[src/hdl/trpd_pkg.sv]
`default_nettype none

package trpd_pkg;

  // Field widths
  localparam int unsigned TickW    = 32;
  localparam int unsigned PeriodW  = 16;
  localparam int unsigned CountW   = 5;
  localparam int unsigned StoreW   = 18;
  localparam int unsigned WordW    = 16;
  localparam int unsigned PhaseW   = 2;
  localparam int unsigned CfgIdxW  = 3;
  localparam int unsigned CfgDataW = 16;

  // Stream payload widths, padded to whole bytes
  localparam int unsigned InDataW  = 40;
  localparam int unsigned OutDataW = 40;

  localparam logic [PeriodW-1:0] PeriodSat  = 16'hFFFF;
  localparam logic [CountW-1:0]  SyncBits   = 5'd2;
  localparam logic [CountW:0]    FrameBits  = 6'd20;
  localparam logic [CountW-1:0]  StoreLimit = 5'd18;

  // Phase codes as reported on the result beat
  localparam logic [PhaseW-1:0] PhaseCodeIdle = 2'd0;
  localparam logic [PhaseW-1:0] PhaseCodeRead = 2'd1;
  localparam logic [PhaseW-1:0] PhaseCodeDone = 2'd2;

  typedef enum logic [2:0] {
    PH_IDLE = 3'b001,
    PH_READ = 3'b010,
    PH_DONE = 3'b100
  } phase_e;

  typedef enum logic {
    OP_EDGE  = 1'b0,
    OP_CLEAR = 1'b1
  } op_e;

  typedef enum logic [CfgIdxW-1:0] {
    REG_SHORT_MIN  = 3'd0,
    REG_SHORT_MAX  = 3'd1,
    REG_LONG_MIN   = 3'd2,
    REG_LONG_MAX   = 3'd3,
    REG_PILOT_MIN  = 3'd4,
    REG_GLITCH     = 3'd5,
    REG_OPEN_VALUE = 3'd6,
    REG_OPEN_POL   = 3'd7
  } reg_idx_e;

  typedef struct packed {
    logic [PeriodW-1:0] short_min;
    logic [PeriodW-1:0] short_max;
    logic [PeriodW-1:0] long_min;
    logic [PeriodW-1:0] long_max;
    logic [PeriodW-1:0] pilot_min;
    logic [PeriodW-1:0] glitch_ticks;
    logic               open_as_value;
    logic               open_mask_polarity;
  } trpd_cfg_t;

  typedef struct packed {
    phase_e             phase;
    logic [CountW-1:0]  bit_count;
    logic               half_seen;
    logic               first_symbol;
    logic [TickW-1:0]   last_edge_time;
    logic [PeriodW-1:0] low_period;
    logic [PeriodW-1:0] high_period;
    logic [StoreW-1:0]  level_bits;
    logic [StoreW-1:0]  open_bits;
  } trpd_state_t;

  typedef struct packed {
    logic              frame_ready;
    logic [WordW-1:0]  data_word;
    logic [WordW-1:0]  open_mask;
    logic [PhaseW-1:0] decoder_phase;
  } trpd_result_t;

  localparam trpd_state_t StateClear = '{
    phase:          PH_IDLE,
    bit_count:      '0,
    half_seen:      1'b0,
    first_symbol:   1'b0,
    last_edge_time: '0,
    low_period:     '0,
    high_period:    '0,
    level_bits:     '0,
    open_bits:      '0
  };

endpackage

`default_nettype wire

[src/hdl/trpd_cfg.sv]
`default_nettype none

module trpd_cfg import trpd_pkg::*; (
  input  wire logic                clk_i,
  input  wire logic                rst_ni,
  input  wire logic                cfg_we_i,
  input  wire logic [CfgIdxW-1:0]  cfg_addr_i,
  input  wire logic [CfgDataW-1:0] cfg_wdata_i,
  output trpd_cfg_t                cfg_o
);

  trpd_cfg_t cfg_q, cfg_d;

  always_comb begin
    cfg_d = cfg_q;
    if (cfg_we_i) begin
      case (reg_idx_e'(cfg_addr_i))
        REG_SHORT_MIN:  cfg_d.short_min          = cfg_wdata_i;
        REG_SHORT_MAX:  cfg_d.short_max          = cfg_wdata_i;
        REG_LONG_MIN:   cfg_d.long_min           = cfg_wdata_i;
        REG_LONG_MAX:   cfg_d.long_max           = cfg_wdata_i;
        REG_PILOT_MIN:  cfg_d.pilot_min          = cfg_wdata_i;
        REG_GLITCH:     cfg_d.glitch_ticks       = cfg_wdata_i;
        REG_OPEN_VALUE: cfg_d.open_as_value      = cfg_wdata_i[0];
        REG_OPEN_POL:   cfg_d.open_mask_polarity = cfg_wdata_i[0];
        default: ;
      endcase
    end
  end

  always_ff @(posedge clk_i or negedge rst_ni) begin
    if (!rst_ni) begin
      cfg_q <= '{
        short_min: '0, short_max: '0, long_min: '0, long_max: '0,
        pilot_min: '0, glitch_ticks: '0,
        open_as_value: 1'b0, open_mask_polarity: 1'b1
      };
    end else begin
      cfg_q <= cfg_d;
    end
  end

  assign cfg_o = cfg_q;

endmodule

`default_nettype wire

[src/hdl/trpd_core.sv]
`default_nettype none

// Next-state and result logic for one beat: period measurement, pulse
// classification, symbol pairing and bit store update.
module trpd_core import trpd_pkg::*; (
  input  wire trpd_cfg_t          cfg_i,
  input  wire trpd_state_t        state_i,
  input  wire logic               op_i,
  input  wire logic               pin_level_i,
  input  wire logic [TickW-1:0]   timestamp_i,
  output trpd_state_t             state_o,
  output trpd_result_t            result_o
);

  logic [TickW-1:0]   delta;
  logic [PeriodW-1:0] period;
  logic               short_h, short_l, long_h, long_l, pilot;
  logic               sym0, sym1, sym;
  logic [CountW-1:0]  k;
  logic [StoreW-1:0]  m;
  logic [CountW:0]    count_inc;
  trpd_state_t        s;

  assign delta  = timestamp_i - state_i.last_edge_time;
  assign period = (delta > TickW'(PeriodSat)) ? PeriodSat : delta[PeriodW-1:0];

  // Classification uses the new high period together with the stored low one.
  assign short_h = (period >= cfg_i.short_min) && (period <= cfg_i.short_max);
  assign long_h  = (period >= cfg_i.long_min)  && (period <= cfg_i.long_max);
  assign short_l = (state_i.low_period >= cfg_i.short_min) &&
                   (state_i.low_period <= cfg_i.short_max);
  assign long_l  = (state_i.low_period >= cfg_i.long_min) &&
                   (state_i.low_period <= cfg_i.long_max);
  assign pilot   = (state_i.low_period > cfg_i.pilot_min) && short_h;
  assign sym0    = short_l && long_h;
  assign sym1    = !sym0 && long_l && short_h;
  assign sym     = sym1;

  assign k         = state_i.bit_count - SyncBits;
  assign m         = (k < StoreLimit) ? (StoreW'(1) << k) : '0;
  assign count_inc = {1'b0, state_i.bit_count} + 6'd1;

  always_comb begin
    s = state_i;
    if (op_e'(op_i) == OP_CLEAR) begin
      s = StateClear;
    end else if (state_i.phase != PH_DONE && delta >= TickW'(cfg_i.glitch_ticks)) begin
      s.last_edge_time = timestamp_i;
      if (pin_level_i) begin
        s.low_period = period;
      end else begin
        s.high_period = period;
        if (state_i.phase == PH_IDLE) begin
          if (pilot) begin
            s.phase     = PH_READ;
            s.bit_count = '0;
            s.half_seen = 1'b0;
          end
        end else if (!(sym0 || sym1)) begin
          if (pilot) begin
            s.phase     = PH_READ;
            s.bit_count = '0;
            s.half_seen = 1'b0;
          end else begin
            s.phase = PH_IDLE;
          end
        end else if (!state_i.half_seen) begin
          s.half_seen    = 1'b1;
          s.first_symbol = sym;
        end else begin
          s.half_seen = 1'b0;
          if (state_i.bit_count < SyncBits) begin
            // Sync bits must be a short/long pair followed by long/short.
            if (!state_i.first_symbol && sym) begin
              s.bit_count = count_inc[CountW-1:0];
            end else begin
              s.phase = PH_IDLE;
            end
          end else if (!state_i.first_symbol && sym) begin
            s.phase = PH_IDLE;
          end else begin
            if (state_i.first_symbol && sym) begin
              s.level_bits = state_i.level_bits | m;
              s.open_bits  = state_i.open_bits & ~m;
            end else if (state_i.first_symbol) begin
              s.level_bits = state_i.level_bits & ~m;
              s.open_bits  = state_i.open_bits | m;
            end else begin
              s.level_bits = state_i.level_bits & ~m;
              s.open_bits  = state_i.open_bits & ~m;
            end
            s.bit_count = count_inc[CountW-1:0];
            if (count_inc >= FrameBits) begin
              s.phase = PH_DONE;
            end
          end
        end
      end
    end
  end

  assign state_o = s;

  always_comb begin
    for (int i = 0; i < WordW; i++) begin
      result_o.data_word[i] = s.open_bits[i] ? cfg_i.open_as_value : s.level_bits[i];
      result_o.open_mask[i] = (s.open_bits[i] == cfg_i.open_mask_polarity);
    end
    result_o.frame_ready = (s.phase == PH_DONE);
    case (s.phase)
      PH_IDLE: result_o.decoder_phase = PhaseCodeIdle;
      PH_DONE: result_o.decoder_phase = PhaseCodeDone;
      default: result_o.decoder_phase = PhaseCodeRead;
    endcase
  end

endmodule

`default_nettype wire

[src/hdl/trinary_remote_pulse_decoder_top.sv]
// A result beat passes through the input register and then the result register.
// Throughput: one beat per cycle while the result stream is not stalled; the
// decoder state is updated in the same cycle as the result register is loaded,
// so consecutive edges chain freely.
// Reset (rst_ni, asynchronous, active low) empties both stages, clears the
// decoder to idle and returns the threshold registers to their defaults.
`default_nettype none

module trinary_remote_pulse_decoder_top import trpd_pkg::*; (
  input  wire logic                clk_i,
  input  wire logic                rst_ni,
  // Input stream
  input  wire logic                s_tvalid_i,
  output      logic                s_tready_o,
  input  wire logic [InDataW-1:0]  s_tdata_i,   // [0] pin_level, [32:1] timestamp, rest zero
  input  wire logic                s_tuser_i,   // [0] op (0 edge, 1 clear)
  // Result stream
  output      logic                m_tvalid_o,
  input  wire logic                m_tready_i,
  output      logic [OutDataW-1:0] m_tdata_o,   // [0] frame_ready, [16:1] data_word,
                                                // [32:17] open_mask, [34:33] decoder_phase
  // Configuration write port
  input  wire logic                cfg_we_i,
  input  wire logic [CfgIdxW-1:0]  cfg_addr_i,
  input  wire logic [CfgDataW-1:0] cfg_wdata_i
);

  trpd_cfg_t    cfg;
  trpd_state_t  state_q, state_d;
  trpd_result_t result_d, result_q;

  // Input register stage. The payload registers need no reset.
  logic             in_valid_q;
  logic             in_op_q;
  logic             in_level_q;
  logic [TickW-1:0] in_ts_q;
  logic             out_valid_q;
  logic             advance;

  // The held beat moves into the result register whenever that register is
  // empty or its beat is being taken in the same cycle.
  assign advance    = in_valid_q && (!out_valid_q || m_tready_i);
  assign s_tready_o = !in_valid_q || advance;

  trpd_cfg u_cfg (
    .clk_i       (clk_i),
    .rst_ni      (rst_ni),
    .cfg_we_i    (cfg_we_i),
    .cfg_addr_i  (cfg_addr_i),
    .cfg_wdata_i (cfg_wdata_i),
    .cfg_o       (cfg)
  );

  trpd_core u_core (
    .cfg_i       (cfg),
    .state_i     (state_q),
    .op_i        (in_op_q),
    .pin_level_i (in_level_q),
    .timestamp_i (in_ts_q),
    .state_o     (state_d),
    .result_o    (result_d)
  );

  always_ff @(posedge clk_i or negedge rst_ni) begin
    if (!rst_ni) begin
      in_valid_q <= 1'b0;
    end else if (s_tready_o) begin
      in_valid_q <= s_tvalid_i;
    end
  end

  always_ff @(posedge clk_i) begin
    if (s_tready_o && s_tvalid_i) begin
      in_op_q    <= s_tuser_i;
      in_level_q <= s_tdata_i[0];
      in_ts_q    <= s_tdata_i[TickW:1];
    end
  end

  // Decoder state only moves when a beat is committed to the result stage,
  // so a stalled output never loses or repeats an update.
  always_ff @(posedge clk_i or negedge rst_ni) begin
    if (!rst_ni) begin
      state_q <= StateClear;
    end else if (advance) begin
      state_q <= state_d;
    end
  end

  always_ff @(posedge clk_i or negedge rst_ni) begin
    if (!rst_ni) begin
      out_valid_q <= 1'b0;
    end else if (advance) begin
      out_valid_q <= 1'b1;
    end else if (m_tready_i) begin
      out_valid_q <= 1'b0;
    end
  end

  always_ff @(posedge clk_i) begin
    if (advance) begin
      result_q <= result_d;
    end
  end

  assign m_tvalid_o = out_valid_q;
  assign m_tdata_o  = {
    (OutDataW - (1 + 2 * WordW + PhaseW))'(0),
    result_q.decoder_phase,
    result_q.open_mask,
    result_q.data_word,
    result_q.frame_ready
  };

endmodule

`default_nettype wire
[config.mk]
export PLATFORM = sky130hd
export DESIGN_NAME = trinary_remote_pulse_decoder_top
export DESIGN_NICKNAME = d
export VERILOG_FILES = /design/src/hdl/trpd_pkg.sv /design/src/hdl/trpd_cfg.sv /design/src/hdl/trpd_core.sv /design/src/hdl/trinary_remote_pulse_decoder_top.sv
export SDC_FILE = /design/constraint.sdc
export NUM_CORES = 1
export LEC_CHECK = 0
export BUFFER_PORTS_ARGS = -buffer_cell sky130_fd_sc_hd__clkbuf_2
export CELL_PAD_IN_SITES_DETAIL_PLACEMENT = 0
export CELL_PAD_IN_SITES_GLOBAL_PLACEMENT = 1
export CORE_AREA = 2 2 203 205
export CTS_BUF_LIST = sky130_fd_sc_hd__clkbuf_16
export DETAILED_ROUTE_END_ITERATION = 8
export DIE_AREA = 0 0 205 207
export GPL_ROUTABILITY_DRIVEN = 0
export PLACE_DENSITY = 0.7
export SYNTH_ARGS = -nofsm -noshare
export SYNTH_HDL_FRONTEND = slang
export SYNTH_SLANG_ARGS = --single-unit
[constraint.sdc]
create_clock -name clk_i -period 18.6 [get_ports clk_i]
set_clock_uncertainty 0.2 [all_clocks]
set_input_delay 2.79 -clock clk_i [delete_from_list [all_inputs] [get_ports clk_i]]
set_output_delay 2.79 -clock clk_i [all_outputs]
set_load 0.02 [all_outputs]
* Word level (Yosys, flattened, before mapping)
Cells that the tools add are included.
Cells by class: $lt $le $gt $ge 14, reduce and logical (&&, ||, !) cells 41, eq/ne operators 36, multiplexer cells 49, shifts and indexed selects 1, bitwise gates (word level) 5, $add $sub $neg 3
Operators by type and width (count):
- two-way mux 110 bit | 2
- two-way mux 36 bit | 6
- greater-or-equal comparator 16 bit | 4
- <= comparator 16 bit | 4
- two-way mux 52 bit | 1
- AND 18 bit | 2
- two-way mux 18 bit | 2
- OR 18 bit | 2
- greater-or-equal comparator 32 x 16 -> 1 bit | 1
- greater-than comparator 32 x 16 -> 1 bit, second input constant | 1
- two-way mux 16 bit | 2
- subtractor 32 bit | 1
- two-way mux 9 bit | 3
- two-way mux 1 bit | 22
- NOT 18 bit | 1
- AND reduction 2 bit | 9
- << shifter 1 x 5 -> 18 bit, first input constant | 1
- equality test 1 bit | 16
- greater-than comparator 16 bit | 1
- two-way mux 8 bit | 2
- AND reduction 8 bit | 2
- equality test 3 bit, second input constant | 5
- logical AND 1 bit | 13
- two-way mux 10 bit | 1
- other kinds (26) | 45
Word-level totals: bits in registers 263, output and inout port bits 42, bits of input ports 65

* Logic depth before layout (Yosys ltp)
depth after elaboration 21, gate-level depth with buffers 33

* Modules after synthesis
A second synthesis with hierarchy kept.
Second synthesis, totals: cells, all modules 1929, area, all modules 19660.1 um2
By module, submodules not included:
- trpd_core | area each 9098.7 um2, instances 1, cells each 1396
- trinary_remote_pulse_decoder_top | area each 6750.2 um2, instances 1, cells each 316
- trpd_cfg | area each 3811.2 um2, instances 1, cells each 217

* Worst setup path before layout
No wires, ideal clock.
kind register to register, from register in_ts_q[4], to register result_q, in the netlist m_tdata_o[1], data pin, required time 18130 ps, cell stages (with the launch flop) 29, setup time 270 ps, period minus slack after synthesis 6548 ps, arrival time 6077 ps, slack 12052 ps, cells stage by stage edfxtp_1 > ha_1 > a21o_1 > a21oi_1 > a21oi_1 > o211a_1 > or4_1 > a21oi_1 > o2111a_1 > and4_1 > nand2_1 > clkbuf_1 > or3_1 > ha_1 > a211oi_1 > o211ai_1 > a221oi_1 > o21ai_0 > a22oi_1 > a2bb2oi_1 > a21oi_1 > and4b_1 > clkbuf_1 > and2_1 > nand3_1 > clkbuf_1 > o21a_1 > a21oi_1 > mux2i_1
RTL lines:
- start, declared | line trinary_remote_pulse_decoder_top.sv:36 | logic [TickW-1:0] in_ts_q;
- start signal, assigned | line trinary_remote_pulse_decoder_top.sv:76 | in_ts_q <= s_tdata_i[TickW:1];
- end signal, assigned | line trinary_remote_pulse_decoder_top.sv:102 | result_q <= result_d;
- end, declared | line trinary_remote_pulse_decoder_top.sv:30 | trpd_result_t result_d, result_q;

==> results.cfg <==
[status]
outcome = complete, no violations

[min_path]
hold_path_depth = 1
hold_path_end = state_q[2]$_DFFE_PN0P_
worstHoldPathType = register to register
min-delay-start = state_q[2]$_DFFE_PN0P_

[critical_path]
r2r_start = in_ts_q[0]$_DFFE_PP_
worst-path-max-fanout = 22
arrival_ns = 9.57
required_ns = 18.71
criticalPathCategory = register to register
cp-start-kind = register
critical_path.startpoint = in_ts_q[0]$_DFFE_PP_
reg2reg_to = m_tdata_o[29]$_DFFE_PP_
end_kind = register
ff2ff_path_depth = 27
r2r_slack_ns = 9.14

[clocking]
cts_tree = done
clk_root_buffer_cell = clkbuf_16
clock_path_buffers = 3
ctsResizeCount = 0
htreeDepth = 1
clkLatencyLatePin_ns = 0.58
holdBufCountCts = 0
cts_sinks = 258
path_clk_slew_ns = 0.06
cts_buffers = 31
post_cts_buffers = 0

[layout]
final_cell_mix = ha_1, dfrtp_1, nand2_1, inv_1, o21ai_0
final_common_cell = ha_1
multi_input_area_mm2 = 0.00906
drive_gt1_share_pct = 12.2
regArea_mm2 = 0.00680
nFillCells = 3909
diodes = 0
syn_to_final_growth_pct = 11.9
nets = 2081

[run]
maxCapViolations = 0

[routing]
firstDrtPassIters = 5
first_iter_violations = 931
wl_um = 45500
vias = 13300
drc_errors = 0
vias_per_cell = 5.60
ant_nets = 0
wl_per_cell_um = 19.2

[logic_synthesis]
yosys_warnings = 0
synth_ff_type = dfrtp_1
synthCells = 1751
ys_async_sr_fraction_pct = 73.6
netlist_area_mm2 = 0.0168
synth_edf_count = 68
synth_cell_type_count = 85
ys_seq_area_share_pct = 40.6
syn_avg_cell_area_um2 = 9.57
ys_ff_latch = 258

[floorplanning]
ios = 107
start_util_pct = 41.5
rows = 74
core_area_mm2 = 0.0404
die-area_mm2 = 0.0424
die_w_um = 205
die_height_um = 207

[timing]
hold_viol = 0
slew_viol_final = 0
finalCritPeriodShare_pct = 50.9
min_period_ns = 9.46
fmax_mhz = 106
slew_headroom_pct = 28.3
rsz0062_at_grt = no
setup_viol = 0
finalWorstSetupSlack_ns = 9.14
tns_ns = 0
worst_pin_slew_ns = 1.07

[placement]
dp_slack_ns = 9.28
dpl.hpwl_um = 33300
io_buffer_count = 94

[grt]
grt_usage_pct = 21.7
grt_pass1_wl_um = 73000
grt-ovfl-total = 0
grt_pass1_vias = 13100
antenna_found_initial = 0
grt_max_degree = 69

[pwr]
swShare_pct = 34.0
power.leakage_nw = 8.26
pwr-share-comb_pct = 31.1
powerDensity_mw_per_mm2 = 105
power.switching_mw = 0.670
vdd_drop_max_v = 0.000118
clockPowerShare_pct = 32.2
seq_power_share_pct = 36.7
internal_power_mw = 1.30
==> power by group through the flow <==
| stage | sequential (mW) | clock, mW | combinational, mW |
|---|---|---|---|
| final | 0.723 | 0.634 | 0.614 |
| after global routing | 0.733 | 0.675 | 0.699 |
| after CTS | 0.724 | 0.651 | 0.617 |
| after detailed placement | 0.734 | 0 | 0.613 |
| after global placement | 0.731 | 0 | 0.600 |
| after floorplan | 0.725 | 0 | 0.433 |
==> flip-flops by register name (all words and copies together), names as in the netlist <==
name and count:
m_tvalid_o 1, u_cfg.cfg_o 98, in_level_q 1, in_op_q 1
in_ts_q 32, m_tdata_o 34, state_q 90, in_valid_q 1
==> worst max-delay path by stage <==
stage / to / slack, ns / cells past startpoint
6_report: m_tdata_o[29]$_DFFE_PP_ / 9.14 / 27
5_1_grt: m_tdata_o[29]$_DFFE_PP_ / 8.51 / 27
4_1_cts: m_tdata_o[29]$_DFFE_PP_ / 9.25 / 27
3_5_place_dp: m_tdata_o[2]$_DFFE_PP_ / 9.28 / 27
3_3_place_gp: m_tdata_o[2]$_DFFE_PP_ / 9.39 / 27
2_1_floorplan: m_tdata_o[1]$_DFFE_PP_ / 12.05 / 28
==> synth_stat cells (all sizes together) (10+ instances only) <==
library cell / number / area, µm²
a211oi: 17 / 133
a22o: 63 / 552
nor2b: 11 / 68.8
and2: 13 / 81.3
nor3: 21 / 105
nand3: 34 / 175
edfxtp: 68 / 2040
or2: 10 / 62.6
o21ai: 168 / 856
o221ai: 13 / 120
ha: 197 / 2460
a21o: 31 / 233
o21a: 20 / 150
mux2: 39 / 439
o211ai: 13 / 97.6
xnor2: 32 / 280
buf: 21 / 134
xor2: 11 / 104
or3: 16 / 100
a21oi: 103 / 515
mux2i: 13 / 130
nand2b: 15 / 93.8
clkbuf: 56 / 210
nand4: 40 / 256
nor2: 81 / 304
nand2: 175 / 659
dfrtp: 188 / 4700
inv: 157 / 589
==> stage by stage <==
| stage | power (mW) | hold WS (ns) | utilization, % | instance area (µm²) | cells |
|---|---|---|---|---|---|
| floorplan | 1.16 | 0.243 | - | 16800 | 1755 |
| global placement | 1.33 | 0.256 | 43.8 | 17700 | 2317 |
| detailed placement | 1.35 | 0.268 | 43.8 | 17700 | 2317 |
| CTS | 1.99 | 0.281 | 46.4 | 18700 | 2374 |
| global route | 2.11 | 0.298 | 46.4 | 18700 | 2374 |
| finish | 1.97 | 0.274 | 46.4 | 18700 | 2374 |
==> per-layer routing <==
metal | wire (µm) | track usage [%] | up-vias
met3 | 2280 | 2.99 | 68
met5 | 0 | 0 | -
met4 | 1040 | 5.95 | 0
met2 | 21200 | 35.3 | 319
li1 | - | - | 6518
met1 | 21000 | 30.3 | 6387
==> worst max-delay path: stages, from the launching register on <==
cell	delay (ns)
edfxtp_1	0.38
inv_1	0.06
ha_1	0.21
fa_1	0.42
nor2b_1	0.18
o2111ai_1	0.21
a211oi_1	0.42
nor3b_1	0.17
o21ai_0	0.24
xnor2_1	0.12
nor4_1	0.27
and4_1	0.25
nand2_1	0.35
or3_1	0.63
ha_1	0.39
nand2_1	0.06
o21ai_0	0.56
a211oi_1	0.29
o31ai_1	0.46
o211ai_1	0.18
a2bb2oi_1	0.21
a21oi_1	0.52
and4b_1	0.48
and2_1	0.21
nand3_1	0.62
or2_2	0.58
a21oi_1	0.40
xnor2_1	0.10
==> logic make-up (layout without fill, tap and decap cells) <==
group	count (synthesis)	in the layout	synth area share, %
AO/OA/AOI/OAI	515	515	20.4
XOR/XNOR	43	43	2.29
AND/OR/NAND/NOR	450	450	12.9
multiplexers	52	52	3.40
other	1	5	0.0224
flip-flops	258	258	40.6
adder cells (fa/ha/maj)	198	198	14.8
buffers and inverters	234	321	5.57
==> cell type report <==
type,instances,share of cell area (%)
clock buffers,31,4.14
repair buffers,107,3.08
inverters,157,3.14
multi-input cells,1263,48.3
clock inverters,26,1.50
well taps,532,3.55
flip-flops and latches,258,36.3
Note: power is estimated with default switching activity, not from simulation.
